<file path="src/hw/rtl/otsu_pkg.sv">
// Shared constants and types for the Otsu threshold block.
package otsu_pkg;

  localparam int GRAY_LEVELS = 256;
  localparam int BIN_AW      = $clog2(GRAY_LEVELS);
  localparam int PIX_W       = 8;
  localparam int CNT_W       = 24;
  localparam int SUM_W       = 32;

  localparam longint unsigned MAX_PIXELS = 64'd16777215;
  localparam longint unsigned COUNT_FULL = (64'd1 << CNT_W) - 64'd1;
  localparam logic [CNT_W-1:0] COUNT_CAP =
      CNT_W'((MAX_PIXELS < COUNT_FULL) ? MAX_PIXELS : COUNT_FULL);

  // |N*s - T*c| < 2^56, c*(N-c) < 2^46, products stay below 2^158
  localparam int D_W     = 56;
  localparam int DEN_W   = 48;
  localparam int D2_W    = 2 * D_W;
  localparam int MUL_A_W = D2_W;
  localparam int MUL_B_W = D_W;
  localparam int PROD_W  = 160;

  localparam logic [BIN_AW-1:0] LAST_CAND = BIN_AW'(GRAY_LEVELS - 2);

  typedef struct packed {
    logic               start;
    logic [MUL_A_W-1:0] a;
    logic [MUL_B_W-1:0] b;
  } mul_req_t;

  typedef struct packed {
    logic              done;
    logic [PROD_W-1:0] prod;
  } mul_rsp_t;

  typedef struct packed {
    logic              en;
    logic [BIN_AW-1:0] bin;
  } acc_req_t;

endpackage

</file>
<file path="src/hw/rtl/otsu_mul.sv">
// Shift-add multiplier, one multiplier bit per cycle, stops early on zero.
module otsu_mul (
  input  logic               clk_i,
  input  logic               rst_ni,
  input  otsu_pkg::mul_req_t req_i,
  output otsu_pkg::mul_rsp_t rsp_o
);
  import otsu_pkg::*;

  logic               busy_q, busy_d;
  logic [PROD_W-1:0]  acc_q, acc_d;
  logic [PROD_W-1:0]  mcand_q, mcand_d;
  logic [MUL_B_W-1:0] mplier_q, mplier_d;

  always_comb begin
    busy_d   = busy_q;
    acc_d    = acc_q;
    mcand_d  = mcand_q;
    mplier_d = mplier_q;
    if (req_i.start) begin
      busy_d   = 1'b1;
      acc_d    = '0;
      mcand_d  = PROD_W'(req_i.a);
      mplier_d = req_i.b;
    end else if (busy_q) begin
      if (mplier_q == '0) begin
        busy_d = 1'b0;
      end else begin
        if (mplier_q[0]) begin
          acc_d = acc_q + mcand_q;
        end
        mcand_d  = mcand_q << 1;
        mplier_d = mplier_q >> 1;
      end
    end
  end

  always_ff @(posedge clk_i or negedge rst_ni) begin
    if (!rst_ni) begin
      busy_q <= 1'b0;
    end else begin
      busy_q <= busy_d;
    end
  end

  always_ff @(posedge clk_i) begin
    acc_q    <= acc_d;
    mcand_q  <= mcand_d;
    mplier_q <= mplier_d;
  end

  assign rsp_o.done = busy_q && (mplier_q == '0);
  assign rsp_o.prod = acc_q;

endmodule

</file>
<file path="src/hw/rtl/otsu_scan.sv">
// Threshold sweep: walks the bins, scores candidates, keeps the best by cross-multiplication.
module otsu_scan (
  input  logic                        clk_i,
  input  logic                        rst_ni,
  input  logic                        go_i,
  input  logic [otsu_pkg::CNT_W-1:0]  n_i,
  input  logic [otsu_pkg::SUM_W-1:0]  tot_i,
  output logic [otsu_pkg::BIN_AW-1:0] rd_addr_o,
  input  logic [otsu_pkg::CNT_W-1:0]  rd_cnt_i,
  output logic                        done_o,
  output logic [otsu_pkg::BIN_AW-1:0] thr_o
);
  import otsu_pkg::*;

  localparam logic [2:0] S_IDLE = 3'd0;
  localparam logic [2:0] S_RD   = 3'd1;
  localparam logic [2:0] S_BIN  = 3'd2;
  localparam logic [2:0] S_CHK  = 3'd3;
  localparam logic [2:0] S_MUL  = 3'd4;
  localparam logic [2:0] S_FIN  = 3'd5;

  localparam logic [2:0] STEP_NS  = 3'd0;
  localparam logic [2:0] STEP_TC  = 3'd1;
  localparam logic [2:0] STEP_DEN = 3'd2;
  localparam logic [2:0] STEP_D2  = 3'd3;
  localparam logic [2:0] STEP_LHS = 3'd4;
  localparam logic [2:0] STEP_RHS = 3'd5;

  logic [2:0]        state_q, state_d;
  logic [2:0]        mstep_q, mstep_d;
  logic              mstart_q, mstart_d;
  logic [BIN_AW-1:0] idx_q, idx_d;
  logic [CNT_W-1:0]  c_q, c_d;
  logic [SUM_W-1:0]  s_q, s_d;
  logic [D_W-1:0]    ns_q, ns_d;
  logic [D_W-1:0]    d_q, d_d;
  logic [DEN_W-1:0]  den_q, den_d;
  logic [D2_W-1:0]   d2_q, d2_d;
  logic [PROD_W-1:0] lhs_q, lhs_d;
  logic [D2_W-1:0]   best_d2_q, best_d2_d;
  logic [DEN_W-1:0]  best_den_q, best_den_d;
  logic [BIN_AW-1:0] best_t_q, best_t_d;

  mul_req_t         mreq;
  mul_rsp_t         mrsp;
  logic [D_W-1:0]   tc;
  logic [D_W-1:0]   diff;
  logic             adv;

  otsu_mul u_mul (
    .clk_i (clk_i),
    .rst_ni(rst_ni),
    .req_i (mreq),
    .rsp_o (mrsp)
  );

  assign tc   = mrsp.prod[D_W-1:0];
  assign diff = (ns_q >= tc) ? (ns_q - tc) : (tc - ns_q);

  always_comb begin
    mreq.start = mstart_q;
    mreq.a     = '0;
    mreq.b     = '0;
    unique case (mstep_q)
      STEP_NS: begin
        mreq.a = MUL_A_W'(s_q);
        mreq.b = MUL_B_W'(n_i);
      end
      STEP_TC: begin
        mreq.a = MUL_A_W'(tot_i);
        mreq.b = MUL_B_W'(c_q);
      end
      STEP_DEN: begin
        mreq.a = MUL_A_W'(c_q);
        mreq.b = MUL_B_W'(n_i - c_q);
      end
      STEP_D2: begin
        mreq.a = MUL_A_W'(d_q);
        mreq.b = d_q;
      end
      STEP_LHS: begin
        mreq.a = d2_q;
        mreq.b = MUL_B_W'(best_den_q);
      end
      STEP_RHS: begin
        mreq.a = best_d2_q;
        mreq.b = MUL_B_W'(den_q);
      end
      default: begin
        mreq.a = '0;
        mreq.b = '0;
      end
    endcase
  end

  always_comb begin
    state_d    = state_q;
    mstep_d    = mstep_q;
    mstart_d   = 1'b0;
    idx_d      = idx_q;
    c_d        = c_q;
    s_d        = s_q;
    ns_d       = ns_q;
    d_d        = d_q;
    den_d      = den_q;
    d2_d       = d2_q;
    lhs_d      = lhs_q;
    best_d2_d  = best_d2_q;
    best_den_d = best_den_q;
    best_t_d   = best_t_q;
    adv        = 1'b0;
    unique case (state_q)
      S_IDLE: begin
        if (go_i) begin
          idx_d      = '0;
          c_d        = '0;
          s_d        = '0;
          best_d2_d  = '0;
          best_den_d = DEN_W'(1);
          best_t_d   = '0;
          state_d    = S_RD;
        end
      end
      S_RD: begin
        state_d = S_BIN;
      end
      S_BIN: begin
        // empty bin repeats the previous score and cannot win
        if (rd_cnt_i == '0) begin
          adv = 1'b1;
        end else begin
          c_d     = c_q + rd_cnt_i;
          s_d     = s_q + SUM_W'(idx_q) * SUM_W'(rd_cnt_i);
          state_d = S_CHK;
        end
      end
      S_CHK: begin
        // full class: this and every later candidate score zero
        if (c_q >= n_i) begin
          state_d = S_FIN;
        end else begin
          mstep_d  = STEP_NS;
          mstart_d = 1'b1;
          state_d  = S_MUL;
        end
      end
      S_MUL: begin
        if (mrsp.done) begin
          unique case (mstep_q)
            STEP_NS: begin
              ns_d     = mrsp.prod[D_W-1:0];
              mstep_d  = STEP_TC;
              mstart_d = 1'b1;
            end
            STEP_TC: begin
              if (diff == '0) begin
                adv = 1'b1;
              end else begin
                d_d      = diff;
                mstep_d  = STEP_DEN;
                mstart_d = 1'b1;
              end
            end
            STEP_DEN: begin
              den_d    = mrsp.prod[DEN_W-1:0];
              mstep_d  = STEP_D2;
              mstart_d = 1'b1;
            end
            STEP_D2: begin
              d2_d     = mrsp.prod[D2_W-1:0];
              mstep_d  = STEP_LHS;
              mstart_d = 1'b1;
            end
            STEP_LHS: begin
              lhs_d    = mrsp.prod;
              mstep_d  = STEP_RHS;
              mstart_d = 1'b1;
            end
            STEP_RHS: begin
              if (lhs_q > mrsp.prod) begin
                best_d2_d  = d2_q;
                best_den_d = den_q;
                best_t_d   = idx_q;
              end
              adv = 1'b1;
            end
            default: begin
              adv = 1'b1;
            end
          endcase
        end
      end
      S_FIN: begin
        state_d = S_IDLE;
      end
      default: begin
        state_d = S_IDLE;
      end
    endcase
    if (adv) begin
      if (idx_q == LAST_CAND) begin
        state_d = S_FIN;
      end else begin
        idx_d   = idx_q + BIN_AW'(1);
        state_d = S_RD;
      end
    end
  end

  always_ff @(posedge clk_i or negedge rst_ni) begin
    if (!rst_ni) begin
      state_q  <= S_IDLE;
      mstep_q  <= STEP_NS;
      mstart_q <= 1'b0;
    end else begin
      state_q  <= state_d;
      mstep_q  <= mstep_d;
      mstart_q <= mstart_d;
    end
  end

  always_ff @(posedge clk_i) begin
    idx_q      <= idx_d;
    c_q        <= c_d;
    s_q        <= s_d;
    ns_q       <= ns_d;
    d_q        <= d_d;
    den_q      <= den_d;
    d2_q       <= d2_d;
    lhs_q      <= lhs_d;
    best_d2_q  <= best_d2_d;
    best_den_q <= best_den_d;
    best_t_q   <= best_t_d;
  end

  assign rd_addr_o = idx_q;
  assign done_o    = (state_q == S_FIN);
  assign thr_o     = best_t_q;

endmodule

</file>
<file path="config.mk">
export PLATFORM = sky130hd
export DESIGN_NAME = otsu_scan
export DESIGN_NICKNAME = d
export VERILOG_FILES = /design/src/hw/rtl/otsu_pkg.sv /design/src/hw/rtl/otsu_mul.sv /design/src/hw/rtl/otsu_scan.sv
export SDC_FILE = /design/constraint.sdc
export NUM_CORES = 2
export LEC_CHECK = 0
export ABC_AREA = 1
export BUFFER_PORTS_ARGS = -buffer_cell sky130_fd_sc_hd__buf_2
export CAP_MARGIN = 20
export CORE_UTILIZATION = 30
export CTS_CLUSTER_SIZE = 24
export DETAILED_ROUTE_END_ITERATION = 6
export GPL_ROUTABILITY_DRIVEN = 0
export HOLD_SLACK_MARGIN = 0.1
export PLACE_DENSITY_LB_ADDON = 0.15
export SYNTH_ARGS = -nofsm -noshare
export SYNTH_HDL_FRONTEND = slang
export SYNTH_SLANG_ARGS = --single-unit
</file>
<file path="constraint.sdc">
create_clock -name clk_i -period 29.7 [get_ports clk_i]
set_input_delay 5.94 -clock clk_i [delete_from_list [all_inputs] [get_ports clk_i]]
set_output_delay 5.94 -clock clk_i [all_outputs]
set_load 0.01 [all_outputs]
</file>
# After elaboration in Yosys (flattened, before gate mapping)
# Index checks and enable logic that the tools add are counted.
# op_classes
addsub	7
multipliers	1
n_lt_le_gt_ge	3
n_eq_ne	23
muxes	57
bitwise_logic	2
n_reduce_logical	23
# ops
cell	count
one-hot mux 168 bit (6 select lines)	1
2-to-1 mux 112 bit	7
2-to-1 mux 56 bit	4
one-hot mux 112 bit (2 select lines)	1
2-to-1 mux 48 bit	4
adder 160 bit	1
> comparator 160 bit	1
logical NOT 56 bit	2
subtractor 56 bit	2
one-hot mux 48 bit (2 select lines)	1
2-to-1 mux 32 bit	2
2-to-1 mux 8 bit	8
one-hot mux 32 bit (2 select lines)	1
greater-or-equal comparator 56 bit	1
2-to-1 mux 24 bit	2
one-hot mux 24 bit (2 select lines)	1
adder 32 bit	1
multiplier 8 x 24 -> 32 bit	1
one-hot mux 3 bit (5 select lines)	2
subtractor 24 x 24 -> 25 bit	1
adder 24 bit	1
greater-or-equal comparator 24 bit	1
logical NOT 24 bit	1
2-to-1 mux 3 bit	7
other kinds (21)	62
# totals
regBits	1048
in_bits	83
elab_cells	135

# Logic depth before layout (Yosys ltp)
# depth
ltp_word	9
depth_mapped	31
depth_no_buf	30

# Hierarchy
# From an unflattened synthesis, not the netlist that was laid out.
# unflattened
cells_unflattened	11454
area_unflattened_um2	80677.4
# by_module_without_submodules
mod	n_inst	cells_per_inst	area_per_inst_um2
otsu_scan	1	6085	49007.0
otsu_mul	1	5369	31670.4

# Worst setup path before layout
# Ideal clock, no wire load.
# synth_path
path_kind	input port to flip-flop
from	in go_i
to	reg best_d2_q[0], enable pin
setup_ps	752
arrival_time_ps	14312
slack_ps	14636
cell_stages	4
cell_sequence	nand2_1 clkinv_1 a21oi_1 a21oi_1
# synth_between
elab_chain_len	2
# synth_lines
element	line_no	rtl
start, declared	otsu_scan.sv:5	input logic go_i,
inequality test 2 bit (no line)	-	
AND reduction 5 bit (no line)	-	
end signal, assigned	otsu_scan.sv:231	best_d2_q <= best_d2_d;
end, declared	otsu_scan.sv:40	logic [D2_W-1:0] best_d2_q, best_d2_d;
# No other way between the ends.
# A chain may end at the register's enable or synchronous reset.

# Final worst setup path
# layout_path
from	in rd_cnt_i[5] (netlist bit)
to	reg s_q[31] (data pin)
# layout_between
elab_chain_len	4
# layout_lines
element	line_no	rtl
start, declared	otsu_scan.sv:9	input logic [otsu_pkg::CNT_W-1:0] rd_cnt_i,
multiplier 8 x 24 -> 32 bit	otsu_scan.sv:133	s_d = s_q + SUM_W'(idx_q) * SUM_W'(rd_cnt_i);
adder 32 bit	otsu_scan.sv:133	
2-to-1 mux 32 bit	otsu_scan.sv:129	if (rd_cnt_i == '0) begin
one-hot mux 32 bit (2 select lines)	otsu_scan.sv:112	unique case (state_q)
end signal, assigned	otsu_scan.sv:225	s_q <= s_d;
end, declared	otsu_scan.sv:34	logic [SUM_W-1:0] s_q, s_d;
# No other way between the ends. The select of a mux whose other input is x is not followed.

==> metrics.txt <==
status=complete, no violations; leakage dissipation=40.3 nW; Starting Density=30.3%; Clock Sinks=1,048; Synth Warn #=0; EDFF count, synth=824; Async S/R FF share, synth=0.763%; Critical Path RT=30.23 ns; hold depth=0; vias in the first global route=68,700; Setup Skew=0.0474 ns; Max transition margin=8.87%; pin count of the biggest net entering global routing=135; post-CTS sizing=0; Final setup viols=0; Worst VDD drop=0.0548 mV; footprint of the multi-input gates=39,200 sq um; total power=0.00937 W; Sequential Area=29,300 sq um; initial drt markers=6,777; origin of the critical flop-to-flop path=u_mul.acc_q[1]; TNS Setup=0 ns; Worst Path Max Fanout=10; CP Data Arrival Time=10.72 ns; Syn Area/Cell=7.43 sq um; IO Port Bufs=99; Most used DFF post-synth=edfxtp_1; fill count=27,200; Worst-path clk slew=0.07 ns; Cells after Synth=10,400; DR vias/cell=5.09; post-synth top area cell=edfxtp_1; reg-to-reg setup timing slack=23.27 ns; Slew @ Worst Pin=1.35 ns; first-pass GRT wire length=456,000 um; die width=509 um; final wirelength=312,000 um; io pins=100; # rows=185; CTS Buf Count=120; Yosys reg bits=1,048; Die ar.=259,000 sq um; count leader, synth=nand2_1; initial antenna violation count=32; crit share post-route=34.3%; Die Span Y=509 um; Total GRT Usage=23.6%; drt pass-1 iters=6; final hold vios=0; synthesized cell area=77,200 sq um; RSZ-0062 raised after global routing=false; R2R Path End=u_mul.acc_q[122]; # DRC=0; CTS H-tree lvls=3; sequential fraction of the synthesis area=37.9%; share of the synthesized area in the top cell type=32.1%; total core area=255,000 sq um; Setup crit end kind=register; Clock Tree Root=clkbuf_16; clock tree buffer depth=3; Clk Latency, worst-skew pair=0.81 ns; type of origin of the critical path=primary input; syn_nets=11,200; placed cells=13,600; GRT overflow=0; synth unique cells=54; hold_sp=u_mul.acc_q[119]; P&R area growth vs syn=10.9%; max_cap viols=0; routed via count=70,600; share of cells above drive strength 1=4.39%; CTS Hold Bufs=0; Cell Pwr Density=109 nW/um^2; post-route ant nets=0; CTS tree=done; Routed WL per cell=22.5 um; dpl hpwl=249,000 um; hold path endpoint=lhs_q[119]; reg2reg path depth=16; Setup Crit Path Kind=primary input to register; ranking of synthesized cells by area=edfxtp_1, nand2_1, inv_1; Final #Nets=11,200; Tmin final=10.20 ns; setup bufs post-CTS=0; Post-synth top cells=nand2_1, inv_1, nor2_1; final slew viol count=0; worst min-delay path category=register to register; non-filler cells, final=13,900; maximum clock rate=0.0981 GHz
## worst max-delay path, stage by stage
cell and delay, ns:
buf_2 0.23, nand2_1 0.13, fa_1 0.56, inv_1 0.06
fa_1 0.50, fa_1 0.55, fa_1 0.52, ha_1 0.40
a21oi_1 0.21, o21a_1 0.15, o221ai_1 0.09, a21oi_1 0.41
o21bai_1 0.19, nand2_1 0.10, nand2_1 0.08, nand3_1 0.08
nand2_1 0.11, a21oi_1 0.19, xor2_1 0.16, nor2_1 0.05
## worst max-delay path by stage
stage / end / from / depth (start not counted) / slack, ns
after global placement: s_q[26] / rd_cnt_i[3] / 29 / 18.68
after floorplan: best_d2_q[0] / go_i / 4 / 14.64
final: s_q[31] / rd_cnt_i[5] / 20 / 19.50
after detailed placement: s_q[31] / rd_cnt_i[5] / 20 / 18.72
after CTS: s_q[31] / rd_cnt_i[5] / 20 / 19.56
after global routing: s_q[26] / rd_cnt_i[4] / 28 / 19.21
## kinds of logic (layout without fill, tap and decap cells)
kind of cell | count (synthesis) | in the layout | share of synthesized area [%]
other | 0 | 2 | 0
AO/OA/AOI/OAI | 1972 | 1972 | 14.1
XOR/XNOR | 182 | 182 | 2.06
buffers and inverters | 2346 | 2475 | 11.5
AND/OR/NAND/NOR | 4139 | 4139 | 21.5
adder cells (fa/ha/maj) | 697 | 697 | 12.9
flip-flops | 1048 | 1048 | 37.9
## cell type report
class                      count  area share [%]
antenna                        2         0.00584
clock buffer                 156            3.82
clock inverter                73           0.966
inverter                    2070            9.09
multi-input combinational   6990            45.7
sequential                  1048            34.2
tap                         3366            4.92
timing repair buffer         176            1.28
## metal layers
metal  vias up  routed length (um)  track usage [%]
li1      33500                   -                -
met1     34100              143000             32.8
met2      2443              136000             37.1
met3       535               20700             3.16
met4        40               11800             8.65
met5         -                 225                0
## power breakdown
group	leakage (nW)	switching, W	total (W)	internal [W]
clock network	1.99	0.000676	0.00157	0.000894
logic	28.4	0.00380	0.00529	0.00150
registers	9.90	0.000422	0.00251	0.00209
total	40.3	0.00489	0.00937	0.00448
## placed cells by master (no fill, tap or decap), types with 15 or more instances in the layout
cell	synthesis	layout
nand3_1	266	266
nor4_1	58	57
a21boi_0	22	22
xnor2_1	63	63
a221oi_1	29	29
o2111ai_1	41	40
a21oi_1	859	858
clkinv_2	0	19
inv_1	2054	2052
o22ai_1	18	18
edfxtp_1	824	824
clkbuf_1	199	25
a31oi_1	106	106
nor3_1	49	49
a21o_1	30	30
o21ai_0	680	679
nand2_1	2487	2482
xor2_1	119	119
buf_2	22	101
clkbuf_16	0	122
o211ai_1	44	44
buf_4	2	72
fa_1	167	167
o221ai_1	15	15
nor2_1	1111	1102
o21bai_1	20	20
nand4_1	89	89
o21a_1	53	53
dfxtp_1	216	216
nand2_2	18	20
ha_1	530	530
nor2_4	8	17
a211oi_1	17	17
clkinv_1	1	19
## flip-flops by register name (all words and copies together) (netlist names), 24 cells and up
register        count
den_q              48
c_q                24
best_den_q         48
u_mul.acc_q       160
lhs_q             160
s_q                32
best_d2_q         112
ns_q               56
u_mul.mcand_q     160
d2_q              112
u_mul.mplier_q     56
d_q                56
## through the flow
step	setup slack [ns]	cell area, sq um	util [%]	hold slack [ns]
3_5_place_dp	18.72	81500	32.0	0.453
5_1_grt	19.21	85600	33.6	0.481
2_1_floorplan	14.64	77200	-	0.437
3_3_place_gp	18.68	81500	32.0	0.445
6_report	19.50	85600	33.6	0.465
4_1_cts	19.56	85600	33.6	0.467
No activity file was read; power rests on OpenSTA's default activity.
